**src/rtl/chunked_message_receiver_crc32_assert.svh**
```systemverilog
// Assertion macros used by the chunked message receiver core.
// Each macro samples on clk and is disabled while arst_n is low.
`ifndef CHUNKED_MESSAGE_RECEIVER_CRC32_ASSERT_SVH
`define CHUNKED_MESSAGE_RECEIVER_CRC32_ASSERT_SVH

// A property that must hold at every sampled edge.
`define CMRC_ASSERT_ALWAYS(label, prop, msg) \
	label: assert property (@(posedge clk) disable iff (!arst_n) (prop)) else $error(msg);

// A condition that implies a consequence in the same cycle.
`define CMRC_ASSERT_HOLD(label, ante, cons, msg) \
	label: assert property (@(posedge clk) disable iff (!arst_n) (ante) |-> (cons)) \
		else $error(msg);

// A condition that implies a consequence in the next cycle.
`define CMRC_ASSERT_NEXT(label, ante, cons, msg) \
	label: assert property (@(posedge clk) disable iff (!arst_n) (ante) |=> (cons)) \
		else $error(msg);

`endif

```
**src/rtl/cmrc_pkg.sv**
```systemverilog
// Package for the chunked message receiver: word and result types, status
// codes, frame type codes and CRC-32 constants. No dependencies.
`timescale 1ns / 1ps

package cmrc_pkg;

	typedef struct packed {
		logic [7:0] frame_byte;
		logic       frame_end;
	} item_t;

	typedef struct packed {
		logic [1:0]  status;
		logic        write_valid;
		logic [12:0] write_address;
		logic [7:0]  write_data;
	} result_t;

	localparam logic [1:0] ST_MID      = 2'd0;
	localparam logic [1:0] ST_PROGRESS = 2'd1;
	localparam logic [1:0] ST_COMPLETE = 2'd2;
	localparam logic [1:0] ST_ERROR    = 2'd3;

	localparam logic [7:0] KIND_START = 8'd1;
	localparam logic [7:0] KIND_DATA  = 8'd2;
	localparam logic [7:0] KIND_END   = 8'd3;

	// Position of the last byte of a start frame and of the first payload byte.
	localparam logic [7:0] START_LAST_POS = 8'd8;
	localparam logic [7:0] PAYLOAD_POS    = 8'd3;
	localparam int         HDR_BYTES      = 8;

	localparam logic [31:0] CRC_POLY = 32'hedb88320;
	localparam logic [31:0] CRC_INIT = 32'hffffffff;

endpackage

```
**src/rtl/cmrc_in_stage.sv**
```systemverilog
// Input register of the chunked message receiver.
// Depends on cmrc_pkg for the word type.
`timescale 1ns / 1ps

module cmrc_in_stage (
	input  logic            clk,
	input  logic            arst_n,
	input  logic            in_valid,
	output logic            in_ready,
	input  logic [7:0]      frame_byte,
	input  logic            frame_end,
	input  logic            take,
	output logic            valid_s1,
	output cmrc_pkg::item_t item_s1
);

	logic accept;

	// A held word leaving this cycle frees the register for the next one.
	assign in_ready = !valid_s1 || take;
	assign accept   = in_valid && in_ready;

	always_ff @(posedge clk or negedge arst_n) begin
		if (!arst_n) begin
			valid_s1 <= 1'b0;
		end else if (accept) begin
			valid_s1 <= 1'b1;
		end else if (take) begin
			valid_s1 <= 1'b0;
		end
	end

	always_ff @(posedge clk) begin
		if (accept) begin
			item_s1.frame_byte <= frame_byte;
			item_s1.frame_end  <= frame_end;
		end
	end

endmodule

```
**src/rtl/cmrc_core.sv**
```systemverilog
// Session and frame state of the chunked message receiver, with the
// byte-wide CRC-32 update. Depends on cmrc_pkg and the assertion header.
`timescale 1ns / 1ps
`include "chunked_message_receiver_crc32_assert.svh"

module cmrc_core #(
	parameter int MAX_MESSAGE_BYTES = 8192,
	parameter int MAX_FRAME_BYTES   = 244
) (
	input  logic              clk,
	input  logic              arst_n,
	input  logic              go,
	input  cmrc_pkg::item_t   item,
	output cmrc_pkg::result_t res
);

	localparam int         LEN_W       = $clog2(MAX_MESSAGE_BYTES + 1);
	localparam logic [7:0] FRAME_LIMIT = 8'(MAX_FRAME_BYTES);
	localparam logic [31:0] MSG_LIMIT  = 32'(MAX_MESSAGE_BYTES);

	logic [LEN_W-1:0] ml_q, ml_d;
	logic [LEN_W-1:0] rc_q, rc_d;
	logic [31:0]      ecrc_q, ecrc_d;
	logic [31:0]      crc_q, crc_d;
	logic [7:0]       pos_q, pos_d;
	logic [7:0]       kind_q, kind_d;
	logic [63:0]      hdr_q, hdr_d;
	logic [15:0]      off_q, off_d;
	logic             inv_q, inv_d;

	logic [7:0]  kind;
	logic [31:0] total;
	logic [31:0] rc_ext;
	logic        wr;
	logic        ok;
	logic [1:0]  status;

	// Reflected CRC-32, one bit per step over the incoming byte.
	function automatic logic [31:0] crc_byte(input logic [31:0] crc_in, input logic [7:0] b);
		logic [31:0] c;
		c = crc_in ^ {24'h000000, b};
		for (int i = 0; i < 8; i++) begin
			c = (c >> 1) ^ (cmrc_pkg::CRC_POLY & {32{c[0]}});
		end
		return c;
	endfunction

	assign rc_ext = 32'(rc_q);

	always_comb begin
		kind   = (pos_q == 8'd0) ? item.frame_byte : kind_q;
		kind_d = kind;
		inv_d  = inv_q | (pos_q >= FRAME_LIMIT);
		hdr_d  = hdr_q;
		off_d  = off_q;
		rc_d   = rc_q;
		crc_d  = crc_q;
		ml_d   = ml_q;
		ecrc_d = ecrc_q;
		pos_d  = (pos_q == 8'hff) ? pos_q : pos_q + 8'd1;
		wr     = 1'b0;
		ok     = 1'b0;
		status = cmrc_pkg::ST_MID;

		if (kind == cmrc_pkg::KIND_START) begin
			for (int k = 0; k < cmrc_pkg::HDR_BYTES; k++) begin
				if (pos_q == 8'(k + 1)) begin
					hdr_d[k*8 +: 8] = item.frame_byte;
				end
			end
		end
		total = hdr_d[31:0];

		if (kind == cmrc_pkg::KIND_DATA) begin
			if (pos_q == 8'd0 && ml_q == '0) begin
				inv_d = 1'b1;
			end
			if (pos_q == 8'd1) begin
				off_d = {8'h00, item.frame_byte};
			end
			if (pos_q == 8'd2) begin
				off_d = {item.frame_byte, off_q[7:0]};
				if (32'(off_d) != rc_ext) begin
					inv_d = 1'b1;
				end
			end
			if (pos_q >= cmrc_pkg::PAYLOAD_POS && !inv_d) begin
				if (rc_q < ml_q) begin
					wr    = 1'b1;
					crc_d = crc_byte(crc_q, item.frame_byte);
					rc_d  = rc_q + LEN_W'(1);
				end else begin
					inv_d = 1'b1;
				end
			end
		end

		if (item.frame_end) begin
			if (inv_d) begin
				ok = 1'b0;
			end else if (kind == cmrc_pkg::KIND_START && pos_q == cmrc_pkg::START_LAST_POS) begin
				// A well-formed start frame restarts the count and CRC even if
				// its length is rejected.
				ecrc_d = hdr_d[63:32];
				rc_d   = '0;
				crc_d  = cmrc_pkg::CRC_INIT;
				if (total != 32'd0 && total <= MSG_LIMIT) begin
					ml_d   = total[LEN_W-1:0];
					status = cmrc_pkg::ST_PROGRESS;
					ok     = 1'b1;
				end
			end else if (ml_q == '0) begin
				ok = 1'b0;
			end else if (kind == cmrc_pkg::KIND_DATA && pos_q >= cmrc_pkg::PAYLOAD_POS) begin
				status = cmrc_pkg::ST_PROGRESS;
				ok     = 1'b1;
			end else if (kind == cmrc_pkg::KIND_END && pos_q == 8'd0 && rc_d == ml_q &&
			             (~crc_d) == ecrc_q) begin
				status = cmrc_pkg::ST_COMPLETE;
				ok     = 1'b1;
			end
			if (!ok) begin
				status = cmrc_pkg::ST_ERROR;
				ml_d   = '0;
				rc_d   = '0;
			end
			pos_d  = 8'd0;
			kind_d = 8'd0;
			hdr_d  = 64'd0;
			off_d  = 16'd0;
			inv_d  = 1'b0;
		end
	end

	always_ff @(posedge clk or negedge arst_n) begin
		if (!arst_n) begin
			ml_q   <= '0;
			rc_q   <= '0;
			ecrc_q <= 32'd0;
			crc_q  <= cmrc_pkg::CRC_INIT;
			pos_q  <= 8'd0;
			kind_q <= 8'd0;
			hdr_q  <= 64'd0;
			off_q  <= 16'd0;
			inv_q  <= 1'b0;
		end else if (go) begin
			ml_q   <= ml_d;
			rc_q   <= rc_d;
			ecrc_q <= ecrc_d;
			crc_q  <= crc_d;
			pos_q  <= pos_d;
			kind_q <= kind_d;
			hdr_q  <= hdr_d;
			off_q  <= off_d;
			inv_q  <= inv_d;
		end
	end

	assign res.status        = status;
	assign res.write_valid   = wr;
	assign res.write_address = wr ? rc_ext[12:0] : 13'd0;
	assign res.write_data    = wr ? item.frame_byte : 8'd0;

	`CMRC_ASSERT_ALWAYS(a_count_bound, rc_q <= ml_q, "received count beyond message length")
	`CMRC_ASSERT_HOLD(a_write_status, go && res.write_valid, res.status == cmrc_pkg::ST_MID || res.status == cmrc_pkg::ST_PROGRESS, "payload write in a failing frame")
	`CMRC_ASSERT_NEXT(a_error_clears, go && res.status == cmrc_pkg::ST_ERROR, ml_q == '0 && rc_q == '0, "error left a session open")
	`CMRC_ASSERT_NEXT(a_complete_state, go && res.status == cmrc_pkg::ST_COMPLETE, ml_q != '0 && rc_q == ml_q, "completion without a full message")

endmodule

```
**src/rtl/cmrc_out_stage.sv**
```systemverilog
// Result register of the chunked message receiver.
// Depends on cmrc_pkg for the result type.
`timescale 1ns / 1ps

module cmrc_out_stage (
	input  logic              clk,
	input  logic              arst_n,
	input  logic              load,
	input  cmrc_pkg::result_t res,
	output logic              space,
	output logic              out_valid,
	input  logic              out_ready,
	output logic [1:0]        status,
	output logic              write_valid,
	output logic [12:0]       write_address,
	output logic [7:0]        write_data
);

	logic              out_valid_q;
	cmrc_pkg::result_t res_q;

	// The register can take a new result when empty or when its word leaves.
	assign space = !out_valid_q || out_ready;

	always_ff @(posedge clk or negedge arst_n) begin
		if (!arst_n) begin
			out_valid_q <= 1'b0;
		end else if (load) begin
			out_valid_q <= 1'b1;
		end else if (out_ready) begin
			out_valid_q <= 1'b0;
		end
	end

	always_ff @(posedge clk) begin
		if (load) begin
			res_q <= res;
		end
	end

	assign out_valid     = out_valid_q;
	assign status        = res_q.status;
	assign write_valid   = res_q.write_valid;
	assign write_address = res_q.write_address;
	assign write_data    = res_q.write_data;

endmodule

```
**src/rtl/chunked_message_receiver_crc32.sv**
```systemverilog
// Chunked message receiver: takes one frame byte per word and presents one
// result word per byte, through the input and result registers in turn, at a
// sustained rate of one word per cycle; a word waits only while the result
// register is full and not being drained. The session state, counters and the
// byte-wide CRC-32 update sit between the input register and the result
// register, so each byte's whole effect is settled in the single cycle it
// leaves the input register. There is no clearing pass after reset.
`timescale 1ns / 1ps

module chunked_message_receiver_crc32 #(
	parameter int MAX_MESSAGE_BYTES = 8192,
	parameter int MAX_FRAME_BYTES   = 244
) (
	input  logic        clk,
	input  logic        arst_n,
	input  logic        in_valid,
	output logic        in_ready,
	input  logic [7:0]  frame_byte,
	input  logic        frame_end,
	output logic        out_valid,
	input  logic        out_ready,
	output logic [1:0]  status,
	output logic        write_valid,
	output logic [12:0] write_address,
	output logic [7:0]  write_data
);

	logic              valid_s1;
	cmrc_pkg::item_t   item_s1;
	logic              space;
	logic              take;
	cmrc_pkg::result_t res;

	assign take = valid_s1 && space;

	cmrc_in_stage u_in (
		.clk        (clk),
		.arst_n     (arst_n),
		.in_valid   (in_valid),
		.in_ready   (in_ready),
		.frame_byte (frame_byte),
		.frame_end  (frame_end),
		.take       (take),
		.valid_s1   (valid_s1),
		.item_s1    (item_s1)
	);

	cmrc_core #(
		.MAX_MESSAGE_BYTES (MAX_MESSAGE_BYTES),
		.MAX_FRAME_BYTES   (MAX_FRAME_BYTES)
	) u_core (
		.clk    (clk),
		.arst_n (arst_n),
		.go     (take),
		.item   (item_s1),
		.res    (res)
	);

	cmrc_out_stage u_out (
		.clk           (clk),
		.arst_n        (arst_n),
		.load          (take),
		.res           (res),
		.space         (space),
		.out_valid     (out_valid),
		.out_ready     (out_ready),
		.status        (status),
		.write_valid   (write_valid),
		.write_address (write_address),
		.write_data    (write_data)
	);

endmodule

```
**config.mk**
```make
export PLATFORM = sky130hd
export DESIGN_NAME = chunked_message_receiver_crc32
export DESIGN_NICKNAME = d
export VERILOG_FILES = /design/src/rtl/cmrc_pkg.sv /design/src/rtl/cmrc_in_stage.sv /design/src/rtl/cmrc_core.sv /design/src/rtl/cmrc_out_stage.sv /design/src/rtl/chunked_message_receiver_crc32.sv
export VERILOG_INCLUDE_DIRS = /design/src /design/src/rtl
export SDC_FILE = /design/constraint.sdc
export NUM_CORES = 1
export LEC_CHECK = 0
export BUFFER_PORTS_ARGS = -buffer_cell sky130_fd_sc_hd__buf_2
export CORE_AREA = 2 2 140 156
export CTS_CLUSTER_SIZE = 20
export DETAILED_ROUTE_END_ITERATION = 8
export DIE_AREA = 0 0 142 158
export PLACE_DENSITY = 0.84
export SYNTH_ARGS = -nofsm -noshare
export SYNTH_HDL_FRONTEND = slang
export SYNTH_SLANG_ARGS = --single-unit
```
**constraint.sdc**
```tcl
create_clock -name clk -period 10.45 [get_ports clk]
set_clock_uncertainty 0.15 [all_clocks]
set_input_delay 0.5225 -clock clk [delete_from_list [all_inputs] [get_ports clk]]
set_output_delay 0.5225 -clock clk [all_outputs]
set_load 0.005 [all_outputs]
```
== Word level (Yosys, flattened, before mapping) ==
Cells that the tools add are included.

* Register bits after elaboration: 216
* Input bits: 13
* Output and inout port bits: 26
* Word-level logic and storage cells: 145

* Add/subtract/negate cells: 2
* Magnitude comparators: 4
* Equal/unequal tests: 20
* Muxes and demuxes: 64
* Bitwise logic cells: 12
* Reductions and logical operators: 26

{| class="wikitable"
|+ Operators by type and width
! kind !! count
|-
| $xor 31x32->32 || 8
|-
| $mux 32 || 6
|-
| $mux 14 || 11
|-
| $mux 64 || 2
|-
| $mux 8 || 16
|-
| $eq 32x32->1 || 1
|-
| $eq 8x2->1 const B || 4
|-
| $eq 8x3->1 const B || 4
|-
| $le 32x14->1 const B || 1
|-
| $not 32->32 || 1
|-
| $reduce_bool 32->1 || 1
|-
| $xor 32x8->32 || 1
|-
| $mux 1 || 23
|-
| $eq 8x1->1 const B || 2
|-
| $ne 16x14->1 || 1
|-
| $add 14x1->14 const B || 1
|-
| $eq 14x14->1 || 1
|-
| $logic_not 14->1 || 1
|-
| $lt 14x14->1 || 1
|-
| $mux 2 || 6
|-
| $logic_and 1x1->1 || 10
|-
| $add 8x1->8 const B || 1
|-
| $eq 8x4->1 const B || 1
|-
| $eq 8x8->1 const B || 1
|-
| 13 further kinds || 23
|}

== Depth between registers and ports, before layout ==
Gate-level depths: netlist of the first run.

* Depth after elaboration: 23
* Mapped depth: 16
* Depth with buffers taken out: 13

== Modules after synthesis ==
A second synthesis of the first run with hierarchy kept.

* Cell total of the unflattened synthesis: 1277
* Area, all modules: 12555.8 um2

{| class="wikitable"
|+ By module, submodules not included
! module !! times used !! cells each !! area an instance (um2) !! seq. area each (um2)
|-
| cmrc_core || 1 || 1236 || 11457.2 || 4369.2
|-
| cmrc_out_stage || 1 || 27 || 768.2 || 745.7
|-
| cmrc_in_stage || 1 || 13 || 324.1 || 295.3
|-
| chunked_message_receiver_crc32 || 1 || 1 || 6.3 || 0.0
|}

== Worst setup path before layout of the first run ==
OpenSTA, ideal clock, no wires.

* Path kind: flip-flop to flip-flop
* Start point: reg u_in.item_s1[8] (netlist name)
* End point: reg u_core.ml_q[13]
* Setup time: 0.087 ns
* Data arrival time: 3.623 ns
* Data required time: 10.213 ns
* Setup slack: 6.590 ns
* Cell stages (with the launch flop): 13
* Path buffers: 1
* Period minus slack after synthesis: 3.860 ns
* Cell sequence: edfxtp_1 -> xnor2_2 -> xor2_2 -> xnor3_1 -> xnor2_1 -> or4_1 -> a21o_1 -> a2111oi_2 -> nand4_1 -> nor4_4 -> nor2_2 -> buf_6 -> o22ai_2

* Word-level cells in the longest chain between the ends: 23
* Elaborated cells between the ends (all ways): 58
* Those cells by class: order compare (1); eq/ne (9); mux (28); bitwise (10); reduce/logical (10)

{| class="wikitable"
|+ RTL lines
! element !! RTL line !! text
|-
| $xor 32x8->32 || cmrc_core.sv:41 || <nowiki>c = crc_in ^ {24'h000000, b};</nowiki>
|-
| $xor 31x32->32 (8 in series) || cmrc_core.sv:43 || <nowiki>c = (c >> 1) ^ (cmrc_pkg::CRC_POLY & {32{c[0]}});</nowiki>
|-
| $mux 32 || cmrc_core.sv:88 || <nowiki>if (rc_q < ml_q) begin</nowiki>
|-
| $mux 32 || cmrc_core.sv:87 || <nowiki>if (pos_q >= cmrc_pkg::PAYLOAD_POS && !inv_d) begin</nowiki>
|-
| $mux 32 || cmrc_core.sv:74 || <nowiki>if (kind == cmrc_pkg::KIND_DATA) begin</nowiki>
|-
| $not 32->32 || cmrc_core.sv:118 || <nowiki>(~crc_d) == ecrc_q) begin</nowiki>
|-
| $eq 32x32->1 || cmrc_core.sv:118 ||
|-
| $logic_and 1x1->1 || cmrc_core.sv:117 || <nowiki>end else if (kind == cmrc_pkg::KIND_END && pos_q == 8'd0 && rc_d == ml_q &&</nowiki>
|-
| $mux 1 || cmrc_core.sv:117 ||
|-
| $mux 1 || cmrc_core.sv:114 || <nowiki>end else if (kind == cmrc_pkg::KIND_DATA && pos_q >= cmrc_pkg::PAYLOAD_POS) begin</nowiki>
|-
| $mux 1 || cmrc_core.sv:112 || <nowiki>end else if (ml_q == '0) begin</nowiki>
|-
| $mux 1 || cmrc_core.sv:101 || <nowiki>end else if (kind == cmrc_pkg::KIND_START && pos_q == cmrc_pkg::START_LAST_POS) begin</nowiki>
|-
| $mux 1 || cmrc_core.sv:99 || <nowiki>if (inv_d) begin</nowiki>
|-
| $mux 1 || cmrc_core.sv:98 || <nowiki>if (item.frame_end) begin</nowiki>
|-
| $ne 2x2->1 (no source line) / $ne 2x1->1 (equally long branches) || - ||
|-
| $reduce_and 5->1 (no source line) || - ||
|-
| to (signal assigned) || cmrc_core.sv:147 || <nowiki>ml_q <= ml_d;</nowiki>
|-
| to (decl) || cmrc_core.sv:21 || <nowiki>logic [LEN_W-1:0] ml_q, ml_d;</nowiki>
|}

Parallel ways exist; a longest one is shown, timed or not. The select of a mux whose other input is x is not followed.
A chain may end at the register's enable or synchronous reset.

== Worst setup path in the final report of the first run ==
* Start point: reg u_core.pos_q[0]
* End point: reg u_core.ml_q[3]

* Word-level cells in the longest chain between the ends: 21
* Elaborated cells between the ends (all ways): 58
* Those cells by class: order compare (3); eq/ne (13); mux (28); bitwise (2); reduce/logical (12)

{| class="wikitable"
|+ RTL lines
! element !! RTL line !! text
|-
| from (decl) || cmrc_core.sv:25 || <nowiki>logic [7:0] pos_q, pos_d;</nowiki>
|-
| from (signal assigned) || cmrc_core.sv:151 || <nowiki>pos_q <= pos_d;</nowiki>
|-
| $ge 8x8->1 / $logic_not 8->1 (equally long branches) || - ||
|-
| $or 1x1->1 / $logic_and 1x1->1 (equally long branches) || cmrc_core.sv:53, cmrc_core.sv:75 ||
|-
| $mux 1 || cmrc_core.sv:75 || <nowiki>if (pos_q == 8'd0 && ml_q == '0) begin</nowiki>
|-
| $mux 1 || cmrc_core.sv:83 || <nowiki>if (32'(off_d) != rc_ext) begin</nowiki>
|-
| $mux 1 || cmrc_core.sv:81 || <nowiki>if (pos_q == 8'd2) begin</nowiki>
|-
| $mux 1 || cmrc_core.sv:74 ||
|-
| $logic_not 1->1 || cmrc_core.sv:87 ||
|-
| $logic_and 1x1->1 || cmrc_core.sv:87 ||
|-
| [... 5 more ...] || - ||
|-
| $mux 1 || cmrc_core.sv:117 ||
|-
| $mux 1 || cmrc_core.sv:114 ||
|-
| $mux 1 || cmrc_core.sv:112 ||
|-
| $mux 1 || cmrc_core.sv:101 ||
|-
| $mux 1 || cmrc_core.sv:99 ||
|-
| $mux 1 || cmrc_core.sv:98 ||
|-
| $ne 2x2->1 (no source line) / $ne 2x1->1 (equally long branches) || - ||
|-
| $reduce_and 5->1 (no source line) || - ||
|}

Parallel ways exist; a longest one is shown, timed or not. The select of a mux whose other input is x is not followed.

==> run summary, run 1 <==
Status: complete, but fails checks
Failing checks: hold timing
CP Capture Type: register
Minimum clock period: 5880 ps
Synth Net Count: 1334
H-tree lvl count: 1
Top cells by area, synth: dfrtp_1, edfxtp_1, dfstp_2, nand2_1, xnor2_1
Row cnt: 56
Tot Pwr: 2.033 mW
Worst Path Max Fanout: 27
WL/cell: 22.83 um
Avg Cell Area, Syn: 9.475 um2
Most common cell after layout, fill and taps aside: nand2_1
Post CTS Setup Buffer Count: 0
Crit-path cells: inv_1 -> ha_1 -> or3b_2 -> nand4bb_1 -> a21o_1 -> nor3_2 -> buf_4 -> a211oi_1 -> a2111oi_0 -> nand4_1 -> nor4_4 -> nor2_2 -> o22ai_1
Clock Pin Slew Worst Setup and Hold Paths: 60 ps
Critical path type: reg2reg
IO Count: 39
Slew Limit Headroom: 0.06855
Max cap viols: 0
Netlist cell types: 76
YS warnings: 0
Post-place setup slack: 4788 ps
Largest net degree at the start of global routing: 111
Die W: 142 um
FF-to-FF setup slack: 4570 ps
PnR worst setup slack: 4570 ps
CTS Buffer Depth: 3
Clock sinks: 208
Asr flop ratio synth: 0.8413
Worst Path Buf+Inv: 2
Setup violators final: 0
Vias per cell: 6.657
CTS tree: built
Initial Util: 0.5893
Hold slack: -20.74 ps
Post-synthesis sequential area ratio: 0.4382
Post-synthesis cell count: 1303
Setup TNS: 0 ps
Slew @ Worst Pin: 1387 ps
Area Overhead vs Synth: 8.432%
DIE HEIGHT: 158 um
Placer Congestion: 1.040
Predominant post-synthesis flop cell: dfrtp_1
RSZ-0062 raised after global routing: false
Number of global-route vias before repair: 9836
Commonest non-fill, non-tap cells in the layout: nand2_1, dfrtp_1, o21ai_0
WL final: 35.96 mm
Worst reg2reg startpoint: u_core.pos_q[0]
CTS root buffer: clkbuf_16
DR vias: 10.49k
Iter 0 DRT Violations: 1446
Total CTS buffers: 22
Antenna fix cells: 0
Remaining global-route overflow: 0
Fmax: 170.1 MHz
Startpoint Class: register
PwrDens: 151.8 nW/um2
DRC viols: 0
Skew-Pair Late Insertion Delay: 530 ps
Quantity of hold-fixing buffers added after cts: 0
Top delay family on crit path: simple AND/OR/NAND/NOR gates
Final worst path period share: 0.5627
Global-route wire length before repair: 56.03 mm
Layout cell share with drive strength beyond 1: 0.1225
Synth area leader: dfrtp_1
Synthesized flop and latch total: 208
Die area: 22440 um2
CTS resizes: 0
Crit-path slowest cell: nor4_4
Crit path from: u_core.pos_q[0]
Crit path DAT: 6160 ps
Area of the mapped netlist: 12350 um2
Hold Crit Class: in2async
Core area: 20950 um2
Fin. max-slew vios: 0
Filler cells: 1688
Nets: 1329
Remaining antenna violation count: 0
Peak supply drop: 0.1559 mV
Initial antenna violation count: 0
Post-synth top area share: 0.2899
Drt pass-1 iters: 6
Max incr delay on CP: 750 ps
EDFF count, synth: 33
Worst path required time: 10730 ps
PortBufs: 38
Leakage: 5.440 nW
All-Layer GR Usage: 0.3240
Final hold violations: 14
Post-DP HPWL: 24.86 mm
## where the power goes
group / leakage [nW] / internal (mW) / switching (mW)
logic: 2.44 / 0.111 / 0.248
registers: 2.64 / 0.850 / 0.0263
clock network: 0.362 / 0.458 / 0.339
## registers in the layout (all words and copies together) (netlist names)
name / cells
u_core.crc_q: 32
u_core.ecrc_q: 32
u_core.hdr_q: 56
u_core.inv_q: 1
u_core.kind_q: 8
u_core.ml_q: 14
u_core.off_q: 8
u_core.pos_q: 8
u_core.rc_q: 14
u_in.item_s1: 9
u_in.valid_s1: 1
u_out.out_valid: 1
u_out.status: 2
u_out.write_address: 13
u_out.write_data: 8
u_out.write_valid: 1
## logic make-up (layout without fill, tap and decap cells)
family          count (synthesis)  after routing  synth area share
fa+ha+maj                      18             18           0.01824
flops                         208            208            0.4382
xor+xnor                      110            110            0.1012
buf+inv                       117            128           0.03942
compound gates                302            302            0.1658
mux                            42             42           0.03405
simple gates                  506            506            0.2030
## cell usage after synthesis (3+ instances only)
library cell  number
o21a_1             3
nand2_1          215
o211ai_1          28
o31ai_1            6
o21ai_1           22
o221ai_1           3
and4b_1            3
nand3_1           36
a2111oi_0          6
nor2b_1           12
and2_1            20
xnor3_1           14
buf_6              4
dfstp_2           32
o21ai_0           98
buf_2              8
and3_1             5
o31a_1             3
edfxtp_1          33
dfrtp_1          143
a22o_1            16
o22ai_2           10
nor3_1            13
xnor2_1           63
a211oi_1          17
clkbuf_1          68
mux2i_1           42
a21o_1             5
inv_1             34
nand2b_1          47
a32oi_1           20
xor2_1            24
nor2_1            54
or2_2              7
o2111ai_1         10
a21oi_1           22
o22ai_1            8
nor4_1            40
nand4_1           19
or3_1              8
ha_1              18
or4_1              8
xnor2_2            5
a31oi_1           10
## per-layer routing
layer  GRT usage  wire [um]  vias up
met2      0.4886      15940      619
met4      0.1543       1835        0
met1      0.4592      14660     5036
met3     0.05233       3520      132
met5           0          0        -
li1            -          -     4698
## stage by stage
step                      instances  cell area (um2)  utilization
after floorplan                1303            12350            -
after global placement         1535            12650       0.6039
after detailed placement       1535            12650       0.6039
after CTS                      1575            13390       0.6390
after global routing           1575            13390       0.6390
final                          1575            13390       0.6390
## final cells by class
class	count	area, um2	share of cell area
clock buffer	29	639.4	0.04776
clock inverter	11	96.34	0.007197
inverter	34	127.6	0.009534
multi-input combinational	978	6470	0.4833
sequential	208	5410	0.4041
tap	261	326.6	0.02439
timing repair buffer	54	316.6	0.02365
## worst register-to-register path, stage by stage (launching register included)
cell	delay, ps
dfrtp_1	440
inv_1	100
ha_1	270
or3b_2	480
nand4bb_1	280
a21o_1	630
nor3_2	380
buf_4	350
a211oi_1	220
a2111oi_0	710
nand4_1	300
nor4_4	750
nor2_2	440
o22ai_1	270
## final timing paths
path | cells past startpoint | end
min in group clk | 1 | u_in.item_s1[3]
max in group asynchronous | 2 | u_core.ecrc_q[24]
worst max-delay path | 13 | u_core.ml_q[3]
worst max register to register | 13 | u_core.ml_q[3]
worst min-delay path | 1 | u_core.hdr_q[19]
worst min register to register | 2 | u_core.hdr_q[34]
No activity file was read; power rests on OpenSTA's default activity.
==> run 2: changes to the inputs <==
==> constraint.sdc (replaced) <==
create_clock -name clk -period 6.1 [get_ports clk]
set_clock_uncertainty 0.15 [all_clocks]
set_input_delay 0.305 -clock clk [delete_from_list [all_inputs] [get_ports clk]]
set_output_delay 0.305 -clock clk [all_outputs]
set_load 0.005 [all_outputs]
==> run summary, run 2 (same netlist as run 1, synthesis figures left out) <==
WL final: 38.16 mm (+6.1%)
RSZ-0062 raised after global routing: false
FF-to-FF setup slack: 880 ps (-3690 ps)
Vias per cell: 6.654 (about the same)
Clock sinks: 208 (unchanged)
Crit path DAT: 5450 ps (-710 ps)
Most common cell after layout, fill and taps aside: nand2_1
Minimum clock period: 5225 ps (-655.8 ps)
Iter 0 DRT Violations: 1250 (-14%)
CP Capture Type: register
DRC viols: 0 (unchanged)
Largest net degree at the start of global routing: 104 (-6.3%)
All-Layer GR Usage: 0.3442 (+0.02019)
Global-route wire length before repair: 59.13 mm (+5.5%)
Fin. max-slew vios: 0 (unchanged)
PwrDens: 256.8 nW/um2 (+69%)
Leakage: 5.595 nW (+2.8%)
Number of global-route vias before repair: 10.18k (+3.5%)
Final worst path period share: 0.8565 (+0.2938)
Setup violators final: 0 (unchanged)
Status: finished clean
Slew Limit Headroom: 0.2424 (+0.1738)
Die W: 142 um (unchanged)
Clock Pin Slew Worst Setup and Hold Paths: 70 ps (about the same)
Initial antenna violation count: 0 (unchanged)
FF-to-FF End: u_core.ml_q[3]
Worst r2r path cells: 14 (+1)
Fmax: 191.4 MHz (+13%)
Die area: 22440 um2 (unchanged)
Core area: 20950 um2 (unchanged)
Remaining antenna violation count: 0 (unchanged)
Startpoint Class: register
Worst path required time: 6330 ps (-4400 ps)
Total CTS buffers: 22 (unchanged)
CTS Buffer Depth: 3 (unchanged)
PnR worst setup slack: 875.4 ps (-3694 ps)
Worst reg2reg startpoint: u_core.pos_q[6]
Initial Util: 0.5893 (unchanged)
Filler cells: 1621 (-4.0%)
Post-place setup slack: 1044 ps (-3744 ps)
DR vias: 10.70k (+2.1%)
Max cap viols: 0 (unchanged)
Hold Crit Class: in2async
Critical path type: reg2reg
Post-DP HPWL: 26.93 mm (+8.3%)
Post-layout util: 0.6523 (+0.01332)
Antenna fix cells: 0 (unchanged)
Area Overhead vs Synth: 10.69%
CTS root buffer: clkbuf_16
Slew @ Worst Pin: 1132 ps (-254.3 ps)
Skew-Pair Late Insertion Delay: 530 ps (about the same)
Biggest regs: u_core.hdr_q (56), u_core.crc_q (32), u_core.ecrc_q (32)
Setup TNS: 0 ps (unchanged)
Remaining global-route overflow: 0 (unchanged)
Hold slack: 312.7 ps (+333.4 ps)
H-tree lvl count: 1 (unchanged)
CTS resizes: 0 (unchanged)
Row cnt: 56 (unchanged)
Tot Pwr: 3.509 mW (+73%)
Worst Path Max Fanout: 26 (-3.7%)
WL/cell: 23.73 um (+3.9%)
Final hold violations: 0 (-14)
DIE HEIGHT: 158 um (unchanged)
Post CTS Setup Buffer Count: 0 (unchanged)
IO Count: 39 (unchanged)
CTS tree: built
Drt pass-1 iters: 7 (+1)
PortBufs: 38 (unchanged)
Quantity of hold-fixing buffers added after cts: 13 (+13)
Commonest non-fill, non-tap cells in the layout: nand2_1, dfrtp_1, o21ai_0
Biggest register: u_core.hdr_q
Nets: 1362 (+2.5%)
Placer Congestion: 1.029 (-1.0%)
Layout cell share with drive strength beyond 1: 0.1351 (+0.01259)
Max reg flops: 56 (unchanged)
Peak supply drop: 0.2195 mV (+41%)
[run 2: cell count changes in the layout (fill, tap and decap cells not counted), sizes merged]
cell	delta
clkbuf	+1
clkinv	-3
buf	+20
inv	+2
dlygate4sd3	+13
[run 2: how the worst max path moves through the flow]
stage / from / endpoint / cells past startpoint
after floorplan: u_in.item_s1[8] / u_core.ml_q[13] / 12
after global placement: u_core.pos_q[6] / u_core.ml_q[3] / 14
after detailed placement: u_core.pos_q[6] / u_core.ml_q[2] / 14
after CTS: u_core.pos_q[6] / u_core.ml_q[2] / 14
after global routing: u_in.item_s1[4] / u_core.rc_q[13] / 15
final: u_core.pos_q[6] / u_core.ml_q[3] / 14
[run 2: layout make-up]
class | instances | area, um2 | share of cell area
inverter | 34 | 127.6 | 0.009339
sequential | 208 | 5410 | 0.3959
clock inverter | 10 | 93.84 | 0.006867
tap | 261 | 326.6 | 0.02390
timing repair buffer | 87 | 596.8 | 0.04367
clock buffer | 30 | 640.6 | 0.04688
multi-input combinational | 978 | 6470 | 0.4734
[run 2: per-layer routing]
metal / vias up / share of wire / global-route usage
li1: 4760 / - / -
met1: 5121 / 0.40 / 0.4742
met2: 688 / 0.45 / 0.5312
met3: 131 / 0.11 / 0.07229
met4: 0 / 0.044 / 0.1452
met5: - / 0 / 0
[run 2: critical path: stages, from the launching register on]
cell      delay [ps]
dfrtp_1          440
or4_1            640
nor2_1           480
a31o_1           980
buf_4            340
nor3_2            70
buf_4            210
a211oi_1         220
a211oi_1          80
o211ai_1         280
nor4_4            70
buf_4            190
nor2_2           450
buf_4            340
o22ai_1          100
[run 2: per-stage QoR]
stage                     area, um2  cells
after global placement        12800   1555
after detailed placement      12800   1555
final                         13670   1608
after CTS                     13670   1608
after global routing          13670   1608
after floorplan               12350   1303
[run 2: power breakdown]
part / internal (mW) / switching [mW] / total, mW
Clock: 0.782 / 0.578 / 1.36
Sequential: 1.46 / 0.0379 / 1.49
Combinational: 0.206 / 0.449 / 0.655
